## src/rtl/core/c0eiu_pkg.sv

```systemverilog
package c0eiu_pkg;

   localparam logic [2:0] OP_SET_IRQ  = 3'd0;
   localparam logic [2:0] OP_SET_HALT = 3'd1;
   localparam logic [2:0] OP_TAKE_EXC = 3'd2;
   localparam logic [2:0] OP_READ     = 3'd3;
   localparam logic [2:0] OP_WRITE    = 3'd4;

   localparam logic [2:0] SEL_SR     = 3'd0;
   localparam logic [2:0] SEL_CAUSE  = 3'd1;
   localparam logic [2:0] SEL_EPC    = 3'd2;
   localparam logic [2:0] SEL_TARGET = 3'd3;

   localparam logic [2:0]  IRQ_LINE_MAX  = 3'd5;
   localparam logic [4:0]  CAUSE_IP_LSB  = 5'd10;
   localparam int          SR_BEV_BIT    = 22;
   localparam logic [31:0] VEC_NORMAL    = 32'h8000_0080;
   localparam logic [31:0] VEC_BOOT      = 32'hBFC0_0180;
   localparam logic [31:0] SR_RESET      = 32'h0060_0000;
   localparam logic [31:0] IRQ_FIELD     = 32'h0000_FF00;
   localparam logic [31:0] EPC_WORD_MASK = 32'hFFFF_FFFC;
   localparam logic [31:0] PC_STEP       = 32'd4;

   typedef struct packed {
      logic [2:0]  op;
      logic [2:0]  target_index;
      logic        level;
      logic [3:0]  exc_code;
      logic [31:0] pc;
      logic [31:0] next_pc;
      logic [31:0] next_pc_mask;
      logic [31:0] instr;
      logic [31:0] write_value;
   } req_type;

   typedef struct packed {
      logic [31:0] handler;
      logic [31:0] read_data;
      logic        int_pending;
   } rsp_type;

endpackage

```

## src/rtl/core/c0eiu_req_stage.sv

```systemverilog
module c0eiu_req_stage (
   input  logic               clock,
   input  logic               reset,
   input  logic               req_valid,
   output logic               req_ready,
   input  c0eiu_pkg::req_type req_data,
   input  logic               advance,
   output logic               hold_valid,
   output c0eiu_pkg::req_type hold_data
);
   import c0eiu_pkg::*;

   logic    valid_ff;
   logic    valid_in;
   req_type data_ff;
   logic    load;

   assign req_ready  = !valid_ff || advance;
   assign load       = req_valid && req_ready;
   assign valid_in   = load || (valid_ff && !advance);
   assign hold_valid = valid_ff;
   assign hold_data  = data_ff;

   always_ff @(posedge clock) begin
      if (reset) begin
         valid_ff <= 1'b0;
      end else begin
         valid_ff <= valid_in;
      end
   end

   always_ff @(posedge clock) begin
      if (load) begin
         data_ff <= req_data;
      end
   end

endmodule

```

## src/rtl/core/c0eiu_core.sv

```systemverilog
module c0eiu_core (
   input  logic               clock,
   input  logic               reset,
   input  logic               advance,
   input  c0eiu_pkg::req_type req,
   output c0eiu_pkg::rsp_type rsp
);
   import c0eiu_pkg::*;

   logic [31:0] sr_ff, sr_in;
   logic [31:0] cause_ff, cause_in;
   logic [31:0] epc_ff, epc_in;
   logic [31:0] target_ff, target_in;
   logic        halted_ff, halted_in;
   logic        in_slot;
   logic        taken;
   logic [4:0]  ip_bit;

   assign in_slot = !req.next_pc_mask[0];
   assign taken   = req.next_pc_mask[1:0] == 2'b00;
   assign ip_bit  = CAUSE_IP_LSB + {2'b00, req.target_index};

   always_comb begin
      sr_in           = sr_ff;
      cause_in        = cause_ff;
      epc_in          = epc_ff;
      target_in       = target_ff;
      halted_in       = halted_ff;
      rsp.handler     = '0;
      rsp.read_data   = '0;
      case (req.op)
         OP_SET_IRQ: begin
            if (req.target_index <= IRQ_LINE_MAX) begin
               cause_in[ip_bit] = req.level;
            end
         end
         OP_SET_HALT: begin
            halted_in = req.level;
         end
         OP_TAKE_EXC: begin
            rsp.handler = sr_ff[SR_BEV_BIT] ? VEC_BOOT : VEC_NORMAL;
            epc_in      = in_slot ? (req.pc - PC_STEP) : req.pc;
            if (in_slot) begin
               target_in = (req.pc & (req.next_pc_mask | 32'd3)) + req.next_pc;
            end
            // push the ie/ku stack
            sr_in    = {sr_ff[31:6], sr_ff[3:0], 2'b00};
            cause_in = (cause_ff & IRQ_FIELD)
                     | {in_slot, taken, req.instr[27:26], 22'd0, req.exc_code, 2'b00};
         end
         OP_READ: begin
            case (req.target_index)
               SEL_SR:     rsp.read_data = sr_ff;
               SEL_CAUSE:  rsp.read_data = cause_ff;
               SEL_EPC:    rsp.read_data = epc_ff;
               SEL_TARGET: rsp.read_data = target_ff;
               default:    rsp.read_data = '0;
            endcase
         end
         OP_WRITE: begin
            case (req.target_index)
               SEL_SR:    sr_in    = req.write_value;
               SEL_CAUSE: cause_in = req.write_value;
               SEL_EPC:   epc_in   = req.write_value & EPC_WORD_MASK;
               default:   ;
            endcase
         end
         default: ;
      endcase
      rsp.int_pending = halted_in
                      || (((sr_in & cause_in & IRQ_FIELD) != '0) && sr_in[0]);
   end

   always_ff @(posedge clock) begin
      if (reset) begin
         sr_ff     <= SR_RESET;
         cause_ff  <= '0;
         epc_ff    <= '0;
         target_ff <= '0;
         halted_ff <= 1'b0;
      end else if (advance) begin
         sr_ff     <= sr_in;
         cause_ff  <= cause_in;
         epc_ff    <= epc_in;
         target_ff <= target_in;
         halted_ff <= halted_in;
      end
   end

`ifndef SYNTHESIS
   a_exc_clears_ie: assert property (@(posedge clock) disable iff (reset)
      advance && req.op == OP_TAKE_EXC |=> sr_ff[1:0] == 2'b00)
      else $error("exception left current ie/ku set");
   a_exc_cause_gaps: assert property (@(posedge clock) disable iff (reset)
      advance && req.op == OP_TAKE_EXC |=> cause_ff[1:0] == 2'b00
         && cause_ff[7:6] == 2'b00 && cause_ff[27:16] == '0)
      else $error("exception cause has stray bits");
   a_epc_aligned: assert property (@(posedge clock) disable iff (reset)
      advance && req.op == OP_WRITE && req.target_index == SEL_EPC
      |=> epc_ff[1:0] == 2'b00)
      else $error("epc write kept low bits");
   a_state_holds: assert property (@(posedge clock) disable iff (reset)
      !advance |=> $stable(sr_ff) && $stable(cause_ff) && $stable(epc_ff)
         && $stable(target_ff) && $stable(halted_ff))
      else $error("state changed without a request");
`endif

endmodule

```

## src/rtl/core/cop0_exception_interrupt_unit.sv

```systemverilog
// Coprocessor-0 exception and interrupt unit (SR, cause, EPC, branch target,
// halt). Each request is held in an input register, processed by one level of
// combinational update logic and lands in a result register, so one request is
// taken per cycle while the response side is ready; its response becomes valid
// once it reaches the result register. int_pending reflects the state after the request.
module cop0_exception_interrupt_unit (
   input  logic        clock,
   input  logic        reset,
   input  logic        req_valid,
   output logic        req_ready,
   input  logic [2:0]  req_op,
   input  logic [2:0]  req_target_index,
   input  logic        req_level,
   input  logic [3:0]  req_exc_code,
   input  logic [31:0] req_pc,
   input  logic [31:0] req_next_pc,
   input  logic [31:0] req_next_pc_mask,
   input  logic [31:0] req_instr,
   input  logic [31:0] req_write_value,
   output logic        rsp_valid,
   input  logic        rsp_ready,
   output logic [31:0] rsp_handler,
   output logic [31:0] rsp_read_data,
   output logic        rsp_int_pending
);
   import c0eiu_pkg::*;

   req_type req_data;
   req_type hold_data;
   rsp_type core_rsp;
   logic    hold_valid;
   logic    advance;
   logic    rsp_valid_ff, rsp_valid_in;
   rsp_type rsp_data_ff;

   assign req_data = '{op: req_op, target_index: req_target_index, level: req_level,
                       exc_code: req_exc_code, pc: req_pc, next_pc: req_next_pc,
                       next_pc_mask: req_next_pc_mask, instr: req_instr,
                       write_value: req_write_value};

   assign advance      = hold_valid && (!rsp_valid_ff || rsp_ready);
   assign rsp_valid_in = advance || (rsp_valid_ff && !rsp_ready);

   c0eiu_req_stage u_req_stage (
      .clock      (clock),
      .reset      (reset),
      .req_valid  (req_valid),
      .req_ready  (req_ready),
      .req_data   (req_data),
      .advance    (advance),
      .hold_valid (hold_valid),
      .hold_data  (hold_data)
   );

   c0eiu_core u_core (
      .clock   (clock),
      .reset   (reset),
      .advance (advance),
      .req     (hold_data),
      .rsp     (core_rsp)
   );

   always_ff @(posedge clock) begin
      if (reset) begin
         rsp_valid_ff <= 1'b0;
      end else begin
         rsp_valid_ff <= rsp_valid_in;
      end
   end

   always_ff @(posedge clock) begin
      if (advance) begin
         rsp_data_ff <= core_rsp;
      end
   end

   assign rsp_valid       = rsp_valid_ff;
   assign rsp_handler     = rsp_data_ff.handler;
   assign rsp_read_data   = rsp_data_ff.read_data;
   assign rsp_int_pending = rsp_data_ff.int_pending;

`ifndef SYNTHESIS
   a_handler_or_read: assert property (@(posedge clock) disable iff (reset)
      rsp_valid && rsp_handler != '0 |-> rsp_read_data == '0)
      else $error("response carries both a vector and read data");
   a_no_load_when_full: assert property (@(posedge clock) disable iff (reset)
      hold_valid && rsp_valid && !rsp_ready |-> !req_ready)
      else $error("request taken while pipeline is blocked");
   a_result_follows: assert property (@(posedge clock) disable iff (reset)
      advance |=> rsp_valid)
      else $error("processed request produced no response");
`endif

endmodule

```

## config.mk

```make
export PLATFORM = sky130hd
export DESIGN_NAME = cop0_exception_interrupt_unit
export DESIGN_NICKNAME = d
export VERILOG_FILES = /design/src/rtl/core/c0eiu_pkg.sv /design/src/rtl/core/c0eiu_req_stage.sv /design/src/rtl/core/c0eiu_core.sv /design/src/rtl/core/cop0_exception_interrupt_unit.sv
export SDC_FILE = /design/constraint.sdc
export NUM_CORES = 1
export LEC_CHECK = 0
export BUFFER_PORTS_ARGS = -buffer_cell sky130_fd_sc_hd__clkbuf_2
export CELL_PAD_IN_SITES_DETAIL_PLACEMENT = 1
export CELL_PAD_IN_SITES_GLOBAL_PLACEMENT = 1
export CORE_AREA = 4 4 186 234
export CTS_BUF_LIST = sky130_fd_sc_hd__clkbuf_16
export DETAILED_ROUTE_END_ITERATION = 10
export DIE_AREA = 0 0 190 238
export HOLD_SLACK_MARGIN = 0.06
export PLACE_DENSITY = 0.76
export SYNTH_ARGS = -nofsm -noshare
export SYNTH_HDL_FRONTEND = slang
export SYNTH_SLANG_ARGS = --single-unit
```

## constraint.sdc

```tcl
create_clock -name clock -period 6.3 [get_ports clock]
set_clock_uncertainty 0.05 [all_clocks]
set_input_delay 1.575 -clock clock [delete_from_list [all_inputs] [get_ports clock]]
set_output_delay 1.575 -clock clock [all_outputs]
set_load 0.1 [all_outputs]
```

### After elaboration in Yosys (flattened, before gate mapping)

Cells that the tools add are included.

* magnitude comparators: 3
* eq/ne operators: 8
* $add $sub $neg: 3
* mux-type cells: 14
* reduce and logical (&&, ||, !) cells: 23
* bitwise gates (word level): 4

Operator list (number)
* $mux 32: 5
* $pmux 32 s2: 2
* $pmux 32 s4: 1
* $pmux 32 s3: 1
* $add 32x32->32: 1
* $and 32x32->32: 1
* $bwmux 32: 1
* $or 16x32->32: 1
* $reduce_bool 32->1: 1
* $sub 32x3->32 const B: 1
* $mux 30: 1
* $and 16x16->16: 1
* $eq 3x2->1 const B: 4
* $eq 3x1->1 const B: 2
* $logic_and 1x1->1: 6
* $logic_not 3->1: 2
* $lt 5x6->1 const B: 1
* $reduce_and 3->1: 2
* $add 4x3->5 const A: 1
* $demux 1 s5: 1
* $ge 5x1->1 const B: 1
* $logic_not 1->1: 5
* $logic_or 1x1->1: 5
* $eq 3x3->1 const B: 1
* 6 further kinds: 7

* register bits after elaboration: 363
* input port bits: 175
* output and inout port bits: 67

### Logic depth before layout (Yosys ltp)

Gate-level depths: netlist of run 1.

* depth in word-level cells: 12
* mapped depth: 10
* gate-level depth less buffers: 9

### Hierarchy

A second synthesis of run 1 with hierarchy kept.

* cell total of the unflattened synthesis: 1491
* area, all modules: 16444.5 sq um

Modules (own cells, without submodules)
* c0eiu_core: area an instance 9247.6 sq um, sequential area each 2582.5 sq um, cells each 1245, instances 1
* c0eiu_req_stage: area an instance 5190.0 sq um, sequential area each 5154.9 sq um, cells each 176, instances 1
* cop0_exception_interrupt_unit: area an instance 2006.9 sq um, sequential area each 1971.9 sq um, cells each 70, instances 1

### Worst setup path before layout of run 1

No wires, ideal clock.

* path type: input to register
* from: input rsp_ready
* to: register u_req_stage.data_ff, in the netlist u_req_stage.hold_data[0], enable pin
* path buffers: 0
* arrival: 5.642 ns
* data required time: 5.734 ns
* path slack: 0.092 ns
* cell stages on the path: 3
* library setup time: 0.516 ns
* cells stage by stage: nor2b_1 nand2_1 and2_1

* cells in the longest elaborated chain, start to end: 4

RTL lines
* start, declared: RTL line cop0_exception_interrupt_unit.sv:21 `input logic rsp_ready,`
* $logic_or 1x1->1: RTL line cop0_exception_interrupt_unit.sv:41 `assign advance = hold_valid && (!rsp_valid_ff || rsp_ready);`
* $logic_and 1x1->1: RTL line cop0_exception_interrupt_unit.sv:41
* $logic_or 1x1->1: RTL line c0eiu_req_stage.sv:18 `assign req_ready = !valid_ff || advance;`
* named net req_ready: RTL line cop0_exception_interrupt_unit.sv:10 `output logic req_ready,`
* $logic_and 1x1->1: RTL line c0eiu_req_stage.sv:19 `assign load = req_valid && req_ready;`
* named net u_req_stage.load: RTL line c0eiu_req_stage.sv:16 `logic load;`
* end signal, assigned: RTL line c0eiu_req_stage.sv:34 `data_ff <= req_data;`
* end, declared: RTL line c0eiu_req_stage.sv:15 `req_type data_ff;`

The timed path passes the listed nets, and every way through them passes these cells.
A chain may end at the register's enable or synchronous reset.

### Worst setup path after layout of run 1

* from: input rsp_ready
* to: output req_ready

* cells in the longest elaborated chain, start to end: 3

RTL lines (RTL line)
* $logic_or 1x1->1: cop0_exception_interrupt_unit.sv:41
* $logic_and 1x1->1: cop0_exception_interrupt_unit.sv:41
* $logic_or 1x1->1: c0eiu_req_stage.sv:18
* end, declared: cop0_exception_interrupt_unit.sv:10

Every way passes these cells.

==> results.toml, run 1 <==
[logic_synthesis]
synth_most_common_cell = "edfxtp_1"
synth_cells = 1389
synth-seq-area-share_pct = 55.3
synth_top_area_share_pct = 36.9
synth_area_sq_um = 14300
synth-edff-count = 176
ys.flop_type = "edfxtp_1"
yosysWarnings = 0
postSynthAreaPerCell_sq_um = 10.3
synth_seq_cells = 307
ys_top_cells_by_area = "edfxtp_1, dfxtp_1, a21oi_1"
synth_top_cell_by_area = "edfxtp_1"
synth_async_sr_flop_share_pct = 0
synthTopCellsByCount = "edfxtp_1, a21oi_1, nor2_1, nand2_1, dfxtp_1"
yosysUniqueCellTypes = 72

[hold_path]
whs_path_depth = 2
holdCritPathClass = "reg -> reg"

[routing]
vias = 11300
routedWlPerCell_um = 20.7
postRouteWirelength_mm = 43.8
antenna_left = 0
dr.pass1.iters = 5
drc = 0
routed_via_density = 5.34
drt_iter0_markers = 796

[sta]
finalSetupViolCount = 0
worst_pin_slew_ps = 1130
relSlewSlack_pct = 24.9
slew_viol_final = 0
rsz0062_at_grt = "false"
holdWs_ps = 409
clock.fmax_ghz = 0.249
final.period_utilization_pct = 63.6
fin_crit_ps = 4010
finalHoldViolCount = 0
tns_ps = 0

[floorplan]
dieArea_sq_um = 45200
core-area_sq_um = 41500
rows = 84
die_w_um = 190
die_height_um = 238
io-pin-count = 242
initial_core_util_pct = 34.5

[placed_design]
io_buffers = 190
place_congestion = 0.842
placed_cells = 2060
post-dp-hpwl_mm = 32.5

[cts]
numCtsBuffers = 31
cts_tree = "yes"
cts_resized = 0
clock_latency_ps = 580
cts.sinks = 307
cts.clk_slew.worst_paths_ps = 60
root_buffer = "clkbuf_16"
hold_buffers = 0
cts_setup_buffers = 0
cts_buffer_depth = 3
cts_max_level = 1

[pwr]
peakVddDrop_v = 0.000205
cellLeakagePower_nw = 6.02
power_w = 0.00457
p_per_area_nw_per_um2 = 275

[global_route]
grt_max_degree = 123
grt_usage_pct = 18.8
use_met1_pct = 23.7
gr-max-usage-layer = "met2"
antenna_found_initial = 0
globalRouteOverflowTotal = 0
grt_pass1_vias = 11900
use_met3_pct = 2.84
grt_pass1_wl_mm = 68.1
use_met2_pct = 33.4

[finish]
stdcell_count = 2118
syn_to_final_growth_pct = 16.2
insertedDiodeCount = 0
drive_above_1_share_pct = 17.6
fin_nets = 1745
fillers = 4662

[worst_setup_path]
end_kind = "output port"
cpPeakStageDelay_ps = 390
crit_arrival_ps = 2380
cp-start-kind = "input port"
path_common_cell = "clkbuf_2"
crit_type = "in -> out"
path_cells = "clkbuf_2, nor2b_1, nand2_1, clkbuf_2"
cp.required_ps = 4680
cp_max_fo = 3
cp_slowest_cell = "clkbuf_2"
r2r_cells = 9
r2r_slack_ps = 2760

[status]
run_status = "complete, no violations"

[flow_run]
cap_violations = 0
## area by class of cell
class | count | area (sq um) | share of cell area, %
Multi-Input combinational cell | 968 | 5890 | 35.4
Tap cell | 559 | 699 | 4.21
Clock buffer | 32 | 801 | 4.82
Inverter | 18 | 67.6 | 0.406
Sequential cell | 307 | 7910 | 47.6
Timing Repair Buffer | 208 | 1100 | 6.61
Clock inverter | 26 | 158 | 0.948
## cells in the final DEF (no fill, tap or decap), drive strengths merged, types with 6 or more instances in the layout
master  synthesis  final
buf            33     19
nor2          137    137
a21o           13     13
conb            1     21
a21oi         139    139
nand3          20     20
a211oi         27     27
inv            17     29
o21a            7      7
ha             35     35
nor3           24     24
edfxtp        176    176
mux2i          13     13
nor4           11     11
clkinv          1     11
and2           35     35
a31oi           9      9
o21bai         10     10
clkbuf         83    221
xnor2          27     27
dfxtp         131    131
xor2           23     23
o21ai          59     59
or3            11     11
a22o            6      6
and4            8      8
nand2         135    135
nand4          12     12
a22oi          91     91
and3            9      9
## flip-flops by register name, indices dropped and copies added, names as in the netlist, named ones only
signal / cells
rsp_handler: 2
rsp_int_pending: 1
rsp_read_data: 32
rsp_valid: 1
u_core.cause_ff: 24
u_core.epc_ff: 32
u_core.halted_ff: 1
u_core.sr_ff: 25
u_core.target_ff: 32
u_req_stage.hold_data: 141
u_req_stage.hold_valid: 1
## stage by stage
stage / worst slack (ps) / util, % / area [sq um]
2_1_floorplan: 91.9 / - / 14400
3_3_place_gp: 2310 / 37.7 / 15700
3_5_place_dp: 2170 / 37.7 / 15700
4_1_cts: 2280 / 40.0 / 16600
5_1_grt: 2200 / 40.0 / 16600
6_report: 2290 / 40.0 / 16600
## cells by family (layout without fill, tap and decap cells)
family	Yosys count	count (layout)	share of synthesized area [%]
AND/OR/NAND/NOR	432	432	14.4
other	1	21	0.0262
buffers and inverters	134	284	4.36
AO/OA/AOI/OAI	413	413	18.5
XOR/XNOR	50	50	3.06
adder cells (fa/ha/maj)	36	36	3.20
flip-flops	307	307	55.3
multiplexers	16	16	1.15
## critical path: cells and delay by family
family | cells | cell delay [ps]
buffers and inverters | 2 | 480
AND/OR/NAND/NOR | 2 | 330
## per-layer routing
layer	up-vias	wire length (um)	part of all wire, %
li1	5374	-	-
met2	301	22000	50
met5	-	0	0
met1	5558	18400	42
met4	0	1300	3.0
met3	72	2130	4.9
## power breakdown
group | total (W) | switching (W) | internal, W
clock | 0.00175 | 0.000791 | 0.000960
combinational | 0.000544 | 0.000393 | 0.000150
sequential | 0.00227 | 0.0000701 | 0.00220
total | 0.00457 | 0.00125 | 0.00331
## final timing paths
| kind | startpoint | end |
|---|---|---|
| setup / recovery | rsp_ready | req_ready |
| hold reg to reg | u_core.epc_ff[6]$_SDFFE_PP0P_ | u_core.epc_ff[6]$_SDFFE_PP0P_ |
| hold / removal | u_core.epc_ff[6]$_SDFFE_PP0P_ | u_core.epc_ff[6]$_SDFFE_PP0P_ |
| setup reg to reg | u_req_stage.hold_data[132]$_DFFE_PP_ | u_core.target_ff[22]$_SDFFE_PP0P_ |
No activity file was read; power rests on OpenSTA's default activity.
==> run 2, diff against run 1 <==
--- a/config.mk
+++ b/config.mk
@@ -13,7 +13,7 @@
 export DETAILED_ROUTE_END_ITERATION = 10
 export DIE_AREA = 0 0 190 238
 export HOLD_SLACK_MARGIN = 0.06
-export PLACE_DENSITY = 0.76
+export PLACE_DENSITY = 0.78
 export SYNTH_ARGS = -nofsm -noshare
 export SYNTH_HDL_FRONTEND = slang
 export SYNTH_SLANG_ARGS = --single-unit
==> constraint.sdc (replaced) <==
create_clock -name clock -period 3.3 [get_ports clock]
set_clock_uncertainty 0.05 [all_clocks]
set_input_delay 0.825 -clock clock [delete_from_list [all_inputs] [get_ports clock]]
set_output_delay 0.825 -clock clock [all_outputs]
set_load 0.1 [all_outputs]
==> results.toml, run 2 (synthesized netlist as in run 1, its figures left out) <==
[routing]
drc = 0
dr.pass1.iters = 5
routedWlPerCell_um = 20.9
routed_via_density = 5.37
postRouteWirelength_mm = 45.3
vias = 11700
antenna_left = 0
wl_met3_mm = 2.22
drt_iter0_markers = 802
wl_met1_mm = 18.7
top_layer = "met4"
route.met2.wl_mm = 22.6

[cts]
clock_latency_ps = 530
cts.sinks = 307
cts_buffer_depth = 3
cts_tree = "yes"
hold_buffers = 0
cts.clk_slew.worst_paths_ps = 60
cts_max_level = 2
numCtsBuffers = 34
root_buffer = "clkbuf_16"

[sta]
tns_ps = 0
rsz0062_at_grt = "false"
relSlewSlack_pct = 48.1
finalSetupViolCount = 0
fin_crit_ps = 3160
finalHoldViolCount = 0
slew_viol_final = 0
final.period_utilization_pct = 95.7
worst_pin_slew_ps = 779
clock.fmax_ghz = 0.317

[floorplan]
rows = 84
io-pin-count = 242
die_height_um = 238
die_w_um = 190
dieArea_sq_um = 45200
initial_core_util_pct = 34.5
core-area_sq_um = 41500

[pwr]
swShare_pct = 26.9
seqPwrFrac_pct = 46.5
peakVddDrop_v = 0.000347
p_sw_w = 0.00250
cellLeakagePower_nw = 6.32
clkPwrFrac_pct = 41.5
p_int_w = 0.00679
p_per_area_nw_per_um2 = 541
power_frac_comb_pct = 12.0

[worst_setup_path]
cp-start-kind = "flop"
cp.required_ps = 3660
r2r_cells = 10
end_kind = "flop"
crit_arrival_ps = 3520
cp_max_fo = 6
crit_type = "reg -> reg"
r2r_slack_ps = 140

[finish]
fin_nets = 1795
largest_register_ff_count = 141
insertedDiodeCount = 0
syn_to_final_growth_pct = 19.9
layout_common_cells = "clkbuf_2, edfxtp_1, a21oi_1"
fillers = 4658
stdcell_count = 2169
multi_input_area_sq_um = 5890
mostFrequentLayoutCell = "clkbuf_2"
regArea_sq_um = 7910
drive_above_1_share_pct = 20.5

[global_route]
grt_max_degree = 59
grt_usage_pct = 19.5
grt_pass1_vias = 12300
globalRouteOverflowTotal = 0
grt_pass1_wl_mm = 70.0
antenna_found_initial = 0

[hold_path]
whs_path_depth = 2
holdCritPathClass = "reg -> reg"

[placed_design]
post-dp-hpwl_mm = 34.1
io_buffers = 190
place_congestion = 0.862
placed_cells = 2101

[status]
run_status = "complete, no violations"

[flow_run]
cap_violations = 0
-- run 2: path summary, 6_finish.rpt --
kind | from | to
max reg2reg | u_req_stage.hold_data[135]$_DFFE_PP_ | u_core.target_ff[31]$_SDFFE_PP0P_
max | u_req_stage.hold_data[135]$_DFFE_PP_ | u_core.target_ff[31]$_SDFFE_PP0P_
min reg2reg | u_core.sr_ff[28]$_SDFFE_PP0P_ | u_core.sr_ff[28]$_SDFFE_PP0P_
min | u_core.sr_ff[28]$_SDFFE_PP0P_ | u_core.sr_ff[28]$_SDFFE_PP0P_
-- run 2: metal layers --
layer | global-route usage [%] | up-vias
met3 | 3.06 | 94
met2 | 34.2 | 356
met4 | 7.54 | 0
li1 | - | 5471
met5 | 0 | -
met1 | 24.3 | 5729
-- run 2: critical path, stage by stage, from the launching register on --
cell and delay [ps]:
edfxtp_1 520, and2_1 220, ha_1 360, nand2_1 100
o21ai_0 310, a31oi_1 200, a2111oi_0 450, buf_4 230
nand4_1 130, and3_1 220, a211o_1 250
-- run 2: repair_timing --
action                     4_1_cts  5_1_grt
hold endpoints to repair         0        0
setup buffers                    0        6
resized for setup                0        1
setup endpoints to repair        0        2
-- run 2: stage by stage --
step	area (sq um)	util [%]	setup WS (ps)	hold WS (ps)	total power (W)
6_report	17200	41.3	142	406	0.00929
3_5_place_dp	16000	38.5	142	398	0.00550
2_1_floorplan	14400	-	41.4	376	0.00514
4_1_cts	17100	41.2	157	396	0.00939
5_1_grt	17200	41.3	39.1	400	0.00964
3_3_place_gp	16000	38.5	177	390	0.00547
-- run 2: cell type report --
type                            instances  area share, %
Sequential cell                       307           46.1
Multi-Input combinational cell        968           34.3
Timing Repair Buffer                  255           8.53
Clock buffer                           37           5.40
Tap cell                              559           4.08
Clock inverter                         25           1.22
Inverter                               18          0.394
-- run 2: power by group through the flow --
stage / logic [W] / clock network [W] / registers (W)
floorplan: 0.000650 / 0 / 0.00449
global placement: 0.00108 / 0 / 0.00440
detailed placement: 0.00110 / 0 / 0.00440
CTS: 0.00110 / 0.00396 / 0.00432
global route: 0.00119 / 0.00411 / 0.00433
finish: 0.00111 / 0.00386 / 0.00432
==> run 3, diff against run 2 <==
--- a/config.mk
+++ b/config.mk
@@ -8,10 +8,11 @@
 export BUFFER_PORTS_ARGS = -buffer_cell sky130_fd_sc_hd__clkbuf_2
 export CELL_PAD_IN_SITES_DETAIL_PLACEMENT = 1
 export CELL_PAD_IN_SITES_GLOBAL_PLACEMENT = 1
-export CORE_AREA = 4 4 186 234
+export CORE_AREA = 4 4 148 293
 export CTS_BUF_LIST = sky130_fd_sc_hd__clkbuf_16
+export CTS_CLUSTER_DIAMETER = 80
 export DETAILED_ROUTE_END_ITERATION = 10
-export DIE_AREA = 0 0 190 238
+export DIE_AREA = 0 0 152 297
 export HOLD_SLACK_MARGIN = 0.06
 export PLACE_DENSITY = 0.78
 export SYNTH_ARGS = -nofsm -noshare
==> results.toml, run 3 (synthesized netlist as in run 1, its figures left out) <==
[cts]
cts.sinks = 307
clock_latency_ps = 570
cts_max_level = 1
hold_buffers = 0
cts.clk_slew.worst_paths_ps = 70
numCtsBuffers = 29
cts_tree = "yes"
cts_buffer_depth = 3
root_buffer = "clkbuf_16"

[hold_path]
holdCritPathClass = "in -> reg"
whs_path_depth = 1

[finish]
regArea_sq_um = 7910
largest_register_ff_count = 141
fin_nets = 1796
multi_input_area_sq_um = 5900
syn_to_final_growth_pct = 19.3
drive_above_1_share_pct = 20.3
fillers = 4667
mostFrequentLayoutCell = "clkbuf_2"
layout_common_cells = "clkbuf_2, edfxtp_1, a21oi_1"

[pwr]
seqPwrFrac_pct = 47.9
p_per_area_nw_per_um2 = 529
p_int_w = 0.00660
swShare_pct = 26.9
p_sw_w = 0.00242
cellLeakagePower_nw = 6.27
power_frac_comb_pct = 12.5
peakVddDrop_v = 0.000386
clkPwrFrac_pct = 39.6

[routing]
postRouteWirelength_mm = 47.1
routed_via_density = 5.42
vias = 11600
routedWlPerCell_um = 22.0
drc = 0
dr.pass1.iters = 6
antenna_left = 0
drt_iter0_markers = 783

[worst_setup_path]
crit_type = "reg -> reg"
cp-start-kind = "flop"
cp_max_fo = 5
cpPeakStageDelay_ps = 480
cp_slowest_cell = "fa_1"
r2r_cells = 10
crit_arrival_ps = 3460
path_cells = "ha_1, fa_1, a21oi_1, o21ai_0, a21oi_1, o31ai_1, buf_4, a311oi_1, xor2_1, o21ai_0"
end_kind = "flop"
cp.required_ps = 3700

[global_route]
gr-max-usage-layer = "met2"
use_met3_pct = 2.47
grt_pass1_wl_mm = 72.4
use_met2_pct = 39.1
grt_pass1_vias = 12500
globalRouteOverflowTotal = 0
grt_usage_pct = 20.2
antenna_found_initial = 1
use_met1_pct = 21.2
grt_max_degree = 67

[sta]
rsz0062_at_grt = "false"
layout_setup_ws_ps = 234
relSlewSlack_pct = 49.1
tns_ps = 0
slew_viol_final = 0
finalHoldViolCount = 0
worst_pin_slew_ps = 764
finalSetupViolCount = 0
clock.fmax_ghz = 0.326
final.period_utilization_pct = 92.9
fin_crit_ps = 3070

[placed_design]
io_buffers = 190
place_congestion = 0.923
post-dp-hpwl_mm = 36.6
dp_slack_ps = 38.2

[floorplan]
die_w_um = 152
core-area_sq_um = 41000
dieArea_sq_um = 45100
initial_core_util_pct = 34.9
rows = 105
io-pin-count = 242
die_height_um = 297

[flow_run]
cap_violations = 0

[status]
run_status = "complete, no violations"
[run 3: power groups by stage]
stage | sequential, W | clock [W] | combinational (W)
3_3_place_gp | 0.00440 | 0 | 0.00110
5_1_grt | 0.00433 | 0.00380 | 0.00121
2_1_floorplan | 0.00449 | 0 | 0.000650
4_1_cts | 0.00432 | 0.00365 | 0.00113
3_5_place_dp | 0.00440 | 0 | 0.00112
6_report | 0.00432 | 0.00358 | 0.00113
[run 3: through the flow]
stage                     power [W]  hold WS, ps  std cells  instance area, sq um  util (%)
after CTS                   0.00910          351       2138                 17000      41.5
after floorplan             0.00514          376       1409                 14400         -
final                       0.00902          375       2143                 17100      41.6
after global placement      0.00550          388       2085                 16000      39.0
after global routing        0.00934          354       2142                 17100      41.6
after detailed placement    0.00553          398       2085                 16000      39.0
[run 3: layout make-up]
class | instances | share of cell area (%)
flip-flops and latches | 307 | 46.3
multi-input cells | 968 | 34.6
repair buffers | 261 | 8.84
clock buffers | 29 | 4.25
well taps | 535 | 3.92
clock inverters | 24 | 1.63
inverters | 18 | 0.396
diodes | 1 | 0.0147
[run 3: worst paths after layout]
kind / endpoint / slack, ps / start
setup / recovery: u_core.target_ff[30]$_SDFFE_PP0P_ / 230 / u_req_stage.hold_data[128]$_DFFE_PP_
hold / removal: u_req_stage.hold_data[165]$_DFFE_PP_ / 370 / req_target_index[0]
setup reg to reg: u_core.target_ff[30]$_SDFFE_PP0P_ / 230 / u_req_stage.hold_data[128]$_DFFE_PP_
hold reg to reg: flop / 410 / flop
[run 3: worst max-delay path, delay by kind of cell, from the launching register on]
family / cells / cell delay [ps]
AOI/OAI and AO/OA: 6 / 1390
xor gates and xnor gates: 1 / 160
adders and majority gates: 2 / 720
buffers and inverters: 1 / 190
DFF: 1 / 430
[run 3: repair_timing]
action,in CTS,in global routing
buffers inserted,0,4
resized for setup,0,4
endpoints found under the setup margin,0,2
[run 3: layer usage]
layer	vias to the layer above	routed length, um
met5	-	0
met4	0	2520
met3	111	1880
met2	369	25800
met1	5679	16900
li1	5465	-
